===== src/rtl/rmsd_pkg.sv =====
`timescale 1ns / 1ps
`default_nettype none
package rmsd_pkg;

  localparam int unsigned SampleBits = 16;
  localparam int unsigned CountBits  = 16;
  localparam int unsigned SumBits    = 32;
  localparam int unsigned SqBits     = 48;
  localparam int unsigned StepBits   = 6;

  localparam logic [1:0] KindSample = 2'd0;
  localparam logic [1:0] KindStart  = 2'd1;
  localparam logic [1:0] KindCancel = 2'd2;

  localparam logic [1:0] StatusRunning = 2'd0;
  localparam logic [1:0] StatusSuccess = 2'd1;
  localparam logic [1:0] StatusAborted = 2'd2;

  localparam logic [0:0] RegGoal      = 1'd0;
  localparam logic [0:0] RegThreshold = 1'd1;

  localparam logic [15:0] ThresholdReset = 16'd1280;

  typedef enum logic [2:0] {
    ST_IDLE,
    ST_DIV,
    ST_MEANSQ,
    ST_SQRT,
    ST_OUT
  } state_e;

  typedef struct packed {
    logic clear;
    logic accum;
    logic div_start;
    logic div_step;
    logic meansq;
    logic sqrt_start;
    logic sqrt_step;
    logic load_out;
  } cmd_t;

  typedef struct packed {
    logic div_done;
    logic sqrt_done;
  } stat_t;

endpackage
`default_nettype wire


===== src/rtl/rmsd_ctrl.sv =====
`timescale 1ns / 1ps
`default_nettype none
module rmsd_ctrl (
  input  wire logic                clk_i,
  input  wire logic                rst_ni,
  input  wire logic                in_valid_i,
  input  wire logic [1:0]          kind_i,
  input  wire logic                active_i,
  input  wire logic                count_full_i,
  input  wire logic                out_free_i,
  input  wire rmsd_pkg::stat_t     stat_i,
  output logic                     in_ready_o,
  output rmsd_pkg::cmd_t           cmd_o
);

  rmsd_pkg::state_e state_q, state_d;

  always_ff @(posedge clk_i or negedge rst_ni) begin
    if (!rst_ni) begin
      state_q <= rmsd_pkg::ST_IDLE;
    end else begin
      state_q <= state_d;
    end
  end

  always_comb begin
    state_d    = state_q;
    cmd_o      = '0;
    in_ready_o = 1'b0;
    case (state_q)
      rmsd_pkg::ST_IDLE: begin
        in_ready_o = 1'b1;
        if (in_valid_i) begin
          if (kind_i == rmsd_pkg::KindStart) begin
            cmd_o.clear = 1'b1;
          end else if (kind_i == rmsd_pkg::KindSample && active_i && !count_full_i) begin
            cmd_o.accum = 1'b1;
            state_d     = rmsd_pkg::ST_DIV;
          end
        end
      end
      rmsd_pkg::ST_DIV: begin
        cmd_o.div_step = 1'b1;
        if (stat_i.div_done) begin
          cmd_o.div_step  = 1'b0;
          cmd_o.div_start = 1'b1;
          state_d         = rmsd_pkg::ST_MEANSQ;
        end
      end
      rmsd_pkg::ST_MEANSQ: begin
        cmd_o.meansq = 1'b1;
        state_d      = rmsd_pkg::ST_SQRT;
      end
      rmsd_pkg::ST_SQRT: begin
        cmd_o.sqrt_step = 1'b1;
        if (stat_i.sqrt_done) begin
          state_d = rmsd_pkg::ST_OUT;
        end
      end
      rmsd_pkg::ST_OUT: begin
        if (out_free_i) begin
          cmd_o.load_out = 1'b1;
          state_d        = rmsd_pkg::ST_IDLE;
        end
      end
      default: begin
        state_d = rmsd_pkg::ST_IDLE;
      end
    endcase
  end

endmodule
`default_nettype wire


===== src/rtl/rmsd_dp.sv =====
`timescale 1ns / 1ps
`default_nettype none
// Datapath: accumulators, two restoring dividers sharing one counter
// (sum and sum of squares by count), squared mean, bit-pair square root.
module rmsd_dp (
  input  wire logic                  clk_i,
  input  wire logic                  rst_ni,
  input  wire rmsd_pkg::cmd_t        cmd_i,
  input  wire logic                  kind_cancel_i,
  input  wire logic [15:0]           sample_i,
  input  wire logic [15:0]           goal_i,
  input  wire logic [15:0]           threshold_i,
  output logic                       active_o,
  output logic                       count_full_o,
  output rmsd_pkg::stat_t            stat_o,
  output logic [15:0]                count_o,
  output logic [15:0]                last_o,
  output logic [15:0]                mean_o,
  output logic [15:0]                sd_o,
  output logic [1:0]                 status_o
);

  logic                 active_q;
  logic [15:0]          count_q;
  logic signed [31:0]   sum_q;
  logic [47:0]          sq_q;
  logic [15:0]          last_q;

  // divider state
  logic [5:0]           step_q;
  logic [31:0]          qs_q;   // sum magnitude -> quotient
  logic [16:0]          rs_q;
  logic [47:0]          qq_q;   // square sum -> quotient
  logic [16:0]          rq_q;
  logic                 neg_q;

  logic [15:0]          mean_q;
  logic [47:0]          diff_q;
  logic [23:0]          root_q;
  logic [47:0]          rem_q;
  logic [4:0]           sq_step_q;
  logic [31:0]          mean_sq_q;

  logic signed [15:0]   s_sx;
  logic [15:0]          s_mag;
  logic [31:0]          sq_sample;
  logic signed [31:0]   sum_new;
  logic [15:0]          cnt_new;
  logic [16:0]          rs_sh, rq_sh;
  logic [16:0]          cnt_ext;
  logic [15:0]          mean_val;
  logic [15:0]          mean_mag;
  logic [47:0]          msq;
  logic [25:0]          trial;
  logic [47:0]          rem_sh;

  assign s_sx      = signed'(sample_i);
  assign s_mag     = s_sx[15] ? 16'(-s_sx) : sample_i;
  assign sq_sample = s_mag * s_mag;
  assign sum_new   = sum_q + 32'(s_sx);
  assign cnt_new   = count_q + 16'd1;
  assign cnt_ext   = {1'b0, count_q};
  assign rs_sh     = {rs_q[15:0], qs_q[31]};
  assign rq_sh     = {rq_q[15:0], qq_q[47]};
  assign mean_val  = neg_q ? 16'(-qs_q[15:0]) : qs_q[15:0];
  assign mean_mag  = mean_val[15] ? 16'(-mean_val) : mean_val;
  assign msq       = qq_q;
  assign rem_sh    = {rem_q[45:0], diff_q[47:46]};
  assign trial     = {root_q, 2'b01};

  assign stat_o.div_done  = (step_q == 6'd48);
  assign stat_o.sqrt_done = (sq_step_q == 5'd24);
  assign active_o         = active_q;
  assign count_full_o     = (count_q == 16'hFFFF);

  always_ff @(posedge clk_i or negedge rst_ni) begin
    if (!rst_ni) begin
      active_q <= 1'b0;
      count_q  <= '0;
      sum_q    <= '0;
      sq_q     <= '0;
    end else begin
      if (cmd_i.clear) begin
        active_q <= 1'b1;
        count_q  <= '0;
        sum_q    <= '0;
        sq_q     <= '0;
      end else if (kind_cancel_i) begin
        active_q <= 1'b0;
      end else if (cmd_i.accum) begin
        count_q <= cnt_new;
        sum_q   <= sum_new;
        sq_q    <= sq_q + 48'(sq_sample);
      end
      if (cmd_i.load_out && ({16'd0, count_q} > {16'd0, goal_i})) begin
        active_q <= 1'b0;
      end
    end
  end

  always_ff @(posedge clk_i) begin
    if (cmd_i.accum) begin
      last_q <= sample_i;
      step_q <= '0;
      neg_q  <= sum_new[31];
      qs_q   <= sum_new[31] ? 32'(-sum_new) : 32'(sum_new);
      qq_q   <= sq_q + 48'(sq_sample);
      rs_q   <= '0;
      rq_q   <= '0;
    end else if (cmd_i.div_step) begin
      // one restoring step a cycle, 48 steps; the sum magnitude steps once step_q >= 16
      step_q <= step_q + 6'd1;
      if (step_q >= 6'd16) begin
        if (rs_sh >= cnt_ext) begin
          rs_q <= rs_sh - cnt_ext;
          qs_q <= {qs_q[30:0], 1'b1};
        end else begin
          rs_q <= rs_sh;
          qs_q <= {qs_q[30:0], 1'b0};
        end
      end
      if (rq_sh >= cnt_ext) begin
        rq_q <= rq_sh - cnt_ext;
        qq_q <= {qq_q[46:0], 1'b1};
      end else begin
        rq_q <= rq_sh;
        qq_q <= {qq_q[46:0], 1'b0};
      end
    end
    if (cmd_i.div_start) begin
      mean_q <= mean_val;
    end
    if (cmd_i.meansq) begin
      diff_q    <= (msq >= 48'(mean_sq_q)) ? msq - 48'(mean_sq_q) : 48'(mean_sq_q) - msq;
      root_q    <= '0;
      rem_q     <= '0;
      sq_step_q <= '0;
    end else if (cmd_i.sqrt_step && sq_step_q != 5'd24) begin
      sq_step_q <= sq_step_q + 5'd1;
      diff_q    <= {diff_q[45:0], 2'b00};
      if (rem_sh >= 48'(trial)) begin
        rem_q  <= rem_sh - 48'(trial);
        root_q <= {root_q[22:0], 1'b1};
      end else begin
        rem_q  <= rem_sh;
        root_q <= {root_q[22:0], 1'b0};
      end
    end
    if (cmd_i.div_start) begin
      mean_sq_q <= {16'd0, mean_mag} * {16'd0, mean_mag};
    end
    if (cmd_i.load_out) begin
      count_o <= count_q;
      last_o  <= last_q;
      mean_o  <= mean_q;
      sd_o    <= root_q[15:0];
      if (count_q > goal_i) begin
        status_o <= ($signed(mean_q) >= $signed(threshold_i)) ?
                    rmsd_pkg::StatusSuccess : rmsd_pkg::StatusAborted;
      end else begin
        status_o <= rmsd_pkg::StatusRunning;
      end
    end
  end

endmodule
`default_nettype wire


===== src/rtl/running_mean_stddev_goal_top.sv =====
`timescale 1ns / 1ps
`default_nettype none
// Running mean and standard deviation with a sample goal. A start item
// clears the run and makes the block active; a cancel item makes it idle.
// Each sample taken while active yields one result item: the count, and
// the sample, the truncated mean and floor(sqrt(|sumsq/count - mean^2|)),
// these three Q8.8, plus the run status, which leaves running once the
// count exceeds goal_samples. Start, cancel and ignored samples are taken
// in the idle state and give no result. A sample that gives a result
// passes in order through its acceptance, the shared-counter restoring
// divider (48 steps, then latching the mean and its square), the difference
// of mean of squares and squared mean, the bit-pair square root (24 steps,
// then the done state), and the load of the output register, which waits
// until that register is free. The block takes one item at a time; the
// output register holds a result until it is taken, and the next item is
// accepted once the result has moved there.
// Write configuration only while idle: index 0 goal_samples, 1 pass_threshold.
module running_mean_stddev_goal_top (
  input  wire logic        clk_i,
  input  wire logic        rst_ni,
  input  wire logic        in_valid_i,
  output logic             in_ready_o,
  input  wire logic [1:0]  kind_i,
  input  wire logic [15:0] sample_i,
  output logic             out_valid_o,
  input  wire logic        out_ready_i,
  output logic [15:0]      sample_count_o,
  output logic [15:0]      last_sample_o,
  output logic [15:0]      mean_o,
  output logic [15:0]      std_dev_o,
  output logic [1:0]       run_status_o,
  input  wire logic        cfg_valid_i,
  output logic             cfg_ready_o,
  input  wire logic [0:0]  cfg_index_i,
  input  wire logic [15:0] cfg_data_i
);

  rmsd_pkg::cmd_t  cmd;
  rmsd_pkg::stat_t stat;
  logic            active, count_full, in_ready, out_free, cancel;
  logic [15:0]     goal_q, threshold_q;
  logic            out_valid_q;

  assign cfg_ready_o = 1'b1;
  assign in_ready_o  = in_ready;
  assign out_free    = !out_valid_q || out_ready_i;
  assign out_valid_o = out_valid_q;
  assign cancel      = in_valid_i && in_ready && (kind_i == rmsd_pkg::KindCancel);

  // configuration registers
  always_ff @(posedge clk_i or negedge rst_ni) begin
    if (!rst_ni) begin
      goal_q      <= '0;
      threshold_q <= rmsd_pkg::ThresholdReset;
    end else if (cfg_valid_i) begin
      case (cfg_index_i)
        rmsd_pkg::RegGoal:      goal_q      <= cfg_data_i;
        rmsd_pkg::RegThreshold: threshold_q <= cfg_data_i;
        default: ;
      endcase
    end
  end

  // hold the result until taken
  always_ff @(posedge clk_i or negedge rst_ni) begin
    if (!rst_ni) begin
      out_valid_q <= 1'b0;
    end else if (cmd.load_out) begin
      out_valid_q <= 1'b1;
    end else if (out_ready_i) begin
      out_valid_q <= 1'b0;
    end
  end

  rmsd_ctrl u_ctrl (
    .clk_i       (clk_i),
    .rst_ni      (rst_ni),
    .in_valid_i  (in_valid_i),
    .kind_i      (kind_i),
    .active_i    (active),
    .count_full_i(count_full),
    .out_free_i  (out_free),
    .stat_i      (stat),
    .in_ready_o  (in_ready),
    .cmd_o       (cmd)
  );

  rmsd_dp u_dp (
    .clk_i        (clk_i),
    .rst_ni       (rst_ni),
    .cmd_i        (cmd),
    .kind_cancel_i(cancel),
    .sample_i     (sample_i),
    .goal_i       (goal_q),
    .threshold_i  (threshold_q),
    .active_o     (active),
    .count_full_o (count_full),
    .stat_o       (stat),
    .count_o      (sample_count_o),
    .last_o       (last_sample_o),
    .mean_o       (mean_o),
    .sd_o         (std_dev_o),
    .status_o     (run_status_o)
  );

endmodule
`default_nettype wire


===== config.mk =====
export PLATFORM = sky130hd
export DESIGN_NAME = running_mean_stddev_goal_top
export DESIGN_NICKNAME = d
export VERILOG_FILES = /design/src/rtl/rmsd_pkg.sv /design/src/rtl/rmsd_ctrl.sv /design/src/rtl/rmsd_dp.sv /design/src/rtl/running_mean_stddev_goal_top.sv
export SDC_FILE = /design/constraint.sdc
export NUM_CORES = 2
export LEC_CHECK = 0
export ABC_AREA = 1
export ABC_CLOCK_PERIOD_IN_PS = 15700
export BUFFER_PORTS_ARGS = -buffer_cell sky130_fd_sc_hd__buf_2
export CAP_MARGIN = 40
export CELL_PAD_IN_SITES_DETAIL_PLACEMENT = 1
export CELL_PAD_IN_SITES_GLOBAL_PLACEMENT = 1
export CORE_AREA = 8 8 411 313
export DETAILED_ROUTE_END_ITERATION = 8
export DIE_AREA = 0 0 419 321
export PLACE_DENSITY = 0.77
export SYNTH_ARGS = -nofsm -noshare
export SYNTH_HDL_FRONTEND = slang
export SYNTH_SLANG_ARGS = --single-unit

===== constraint.sdc =====
create_clock -name clk_i -period 15.7 [get_ports clk_i]
set_clock_uncertainty 0.05 [all_clocks]
set_input_delay 0.785 -clock clk_i [delete_from_list [all_inputs] [get_ports clk_i]]
set_output_delay 0.785 -clock clk_i [all_outputs]
set_load 0.01 [all_outputs]

==> run metrics <==
status=complete, no violations; remaining global-route overflow=0; Netlist cell types=67; clock sinks=between 500 and 600; fmax=112.4 MHz; H-tree depth=2; Hold Violations, Final=0; Total Wirelength=166,100 um; final setup violation count=0; initial antenna violation count=2; RSZ-0062 raised after global routing=false; Die Area=134,500 um2; EDFF count, synth=about 260; antenna viol nets, final=0; Starting Density=0.3952; hold slack=between 0.3 and 0.4 ns; register area=roughly 13,000 um2; cell count after synthesis=roughly 6,400; DR vias=approximately 43,000; Final Cycle Share=0.5666; Die Y=321 um; Req. time, crit path=about 16 ns; Initial DRC Count=between 3,000 and 4,000; Die W=419 um; area of the multi-input gates=29,890 um2; post-synthesis register bit count=approximately 500; Crit path largest cell delay=around 0.56 ns; Clock Tree Buf Depth=3; HP Class=primary input to flop; setup bufs post-CTS=0; clock root buffer=clkbuf_16; Clk pin slew, worst setup/hold paths=0.07 ns; share of cells above drive strength 1=0.05154; CP most frequent cell=nand2_1; Max Cap Violations=0; fin crit period=between 8 and 9 ns; leading cell type in the layout, fill and taps excluded=nand2_1; filler cell count=15,233; drt wl/cell=20.32 um; Warnings, synthesis=0; Avg Cell Area, Syn=roughly 7.6 um2; vias per cell=5.264; number of global-route vias before repair=~46,000; setup TNS=0 ns; Pre-Repair DR Iteration Count=6; Critical Path Source Type=flop; clk_lat worst skew=approximately 0.71 ns; gpl congestion=about 0.95; worst rel slew slack=0.3837; Worst Tran Pin Value=0.9222 ns; Post-Synthesis Cell Area=roughly 48,000 um2; largest net degree at the start of global routing=76; TritonCTS clock tree=yes; global-route wire length before repair=between 200,000 and 300,000 um; row cnt=~110; commonest cells after routing, fill and taps aside=nand2_1, inv_1, nor2_1; Nets=between 7,000 and 8,000; Residual DRC=0; Arr. time, crit path=between 9 and 10 ns; CTS Buf Count=60; kind of critical path=flop to flop; Critical Path Slowest Stage Cell=edfxtp_1; Slew Viols, Final=0; CP Max Fanout=19; Syn-to-layout area delta=9.681%; # IOs=roughly 110; sequential area share after synthesis=0.2747; dpl hpwl=roughly 130,000 um; most common flop cell mapped by yosys=edfxtp_1; core box area=122,600 um2; Async S/R FF share, synth=0.2644; gr usage total=0.2439; Worst Setup End Kind=flop; Port Buffers=107
[registers in the layout, summed over array words and instances (netlist names), 5 cells and up]
name,flops
u_dp.diff_q,48
u_dp.msq,48
u_dp.sq_q,48
u_dp.rem_q,46
u_dp.qs_q,32
u_dp.sum_q,32
u_dp.mean_sq_q,31
u_dp.root_q,24
goal_q,16
threshold_q,16
u_dp.count_o,16
u_dp.count_q,16
u_dp.last_o,16
u_dp.last_q,16
u_dp.mean_o,16
u_dp.rq_q,16
u_dp.rs_q,16
u_dp.sd_o,16
u_dp.mean_q,15
u_dp.step_q,6
u_dp.sq_step_q,5
[critical path, delay by kind of cell, from the launching register on]
family | cells | cell delay (ns)
xor+xnor | 1 | 0.15
flops | 1 | 0.56
simple gates | 13 | 1.91
compound gates | 5 | 0.97
buf+inv | 8 | 1.37
fa+ha+maj | 8 | 3.62
[metal layers]
metal,track usage,up-vias,routed length [um],share of wire
met2,0.3902,1060,73650,0.44
met3,0.03869,216,10270,0.062
met4,0.06177,0,4361,0.026
met5,0,-,0,0
met1,0.3451,21419,77830,0.47
li1,-,20339,-,-
[stage by stage]
stage,area [um2],utilization,setup slack [ns],std cells
after CTS,53140,0.4334,6.884,8172
after detailed placement,50930,0.4154,6.515,8057
after global routing,53140,0.4334,6.284,8172
after floorplan,48550,-,7.803,6395
after global placement,50790,0.4142,6.596,8049
final,53150,0.4334,6.804,8175
[cell type report]
class                      count  share of cell area
multi-input combinational   4485              0.5625
sequential                   503              0.2504
inverter                    1278             0.09038
tap                         1653             0.03892
clock buffer                  74             0.03141
timing repair buffer         139             0.01632
clock inverter                40            0.009888
antenna                        3           0.0001413
[logic make-up after synthesis]
logic type / count (synthesis) / synth area share
flip-flops: 503 / 0.2747
AO/OA/AOI/OAI: 1024 / 0.1153
AND/OR/NAND/NOR: 2480 / 0.2094
buffers and inverters: 1407 / 0.1112
adder cells (fa/ha/maj): 756 / 0.2516
other: 2 / 0.0001550
XOR/XNOR: 199 / 0.03767
[synth_stat cells, types with 63 or more instances]
| library cell | number | area share |
|---|---|---|
| nand2_1 | 1415 | 0.11 |
| inv_1 | 1255 | 0.097 |
| nor2_1 | 598 | 0.046 |
| o21ai_0 | 456 | 0.047 |
| ha_1 | 392 | 0.10 |
| fa_1 | 364 | 0.15 |
| a21oi_1 | 353 | 0.036 |
| edfxtp_1 | 257 | 0.16 |
| nand3_1 | 250 | 0.026 |
| xor2_1 | 135 | 0.024 |
| dfrtp_1 | 131 | 0.068 |
| dfxtp_1 | 113 | 0.047 |
| clkbuf_1 | 73 | 0.0057 |
| nor3_1 | 63 | 0.0065 |
[final timing paths]
kind                                          start                            to  slack [ns]  cells past startpoint
setup / recovery             u_dp.qs_q[0]$_DFFE_PP_  u_dp.mean_sq_q[29]$_DFFE_PP_        6.80                     35
hold / removal                       cfg_data_i[10]   threshold_q[10]$_DFFE_PN1P_        0.35                      3
setup reg to reg             u_dp.qs_q[0]$_DFFE_PP_  u_dp.mean_sq_q[29]$_DFFE_PP_        6.80                     35
hold reg to reg            u_dp.last_q[8]$_DFFE_PP_      u_dp.last_o[8]$_DFFE_PP_        0.37                      0
max in group asynchronous                    rst_ni    u_dp.sum_q[27]$_DFFE_PN0P_       13.56                      4
min in group asynchronous                    rst_ni   u_dp.count_q[6]$_DFFE_PN0P_        0.48                      2
[timing repair]
item	in CTS	in global routing
gates resized for setup	0	0
hold endpoints to repair	18	0
hold buffers	1	0
Power is not shown: default switching activity piles up to over one toggle a cycle in this logic, so the estimate is an artifact.
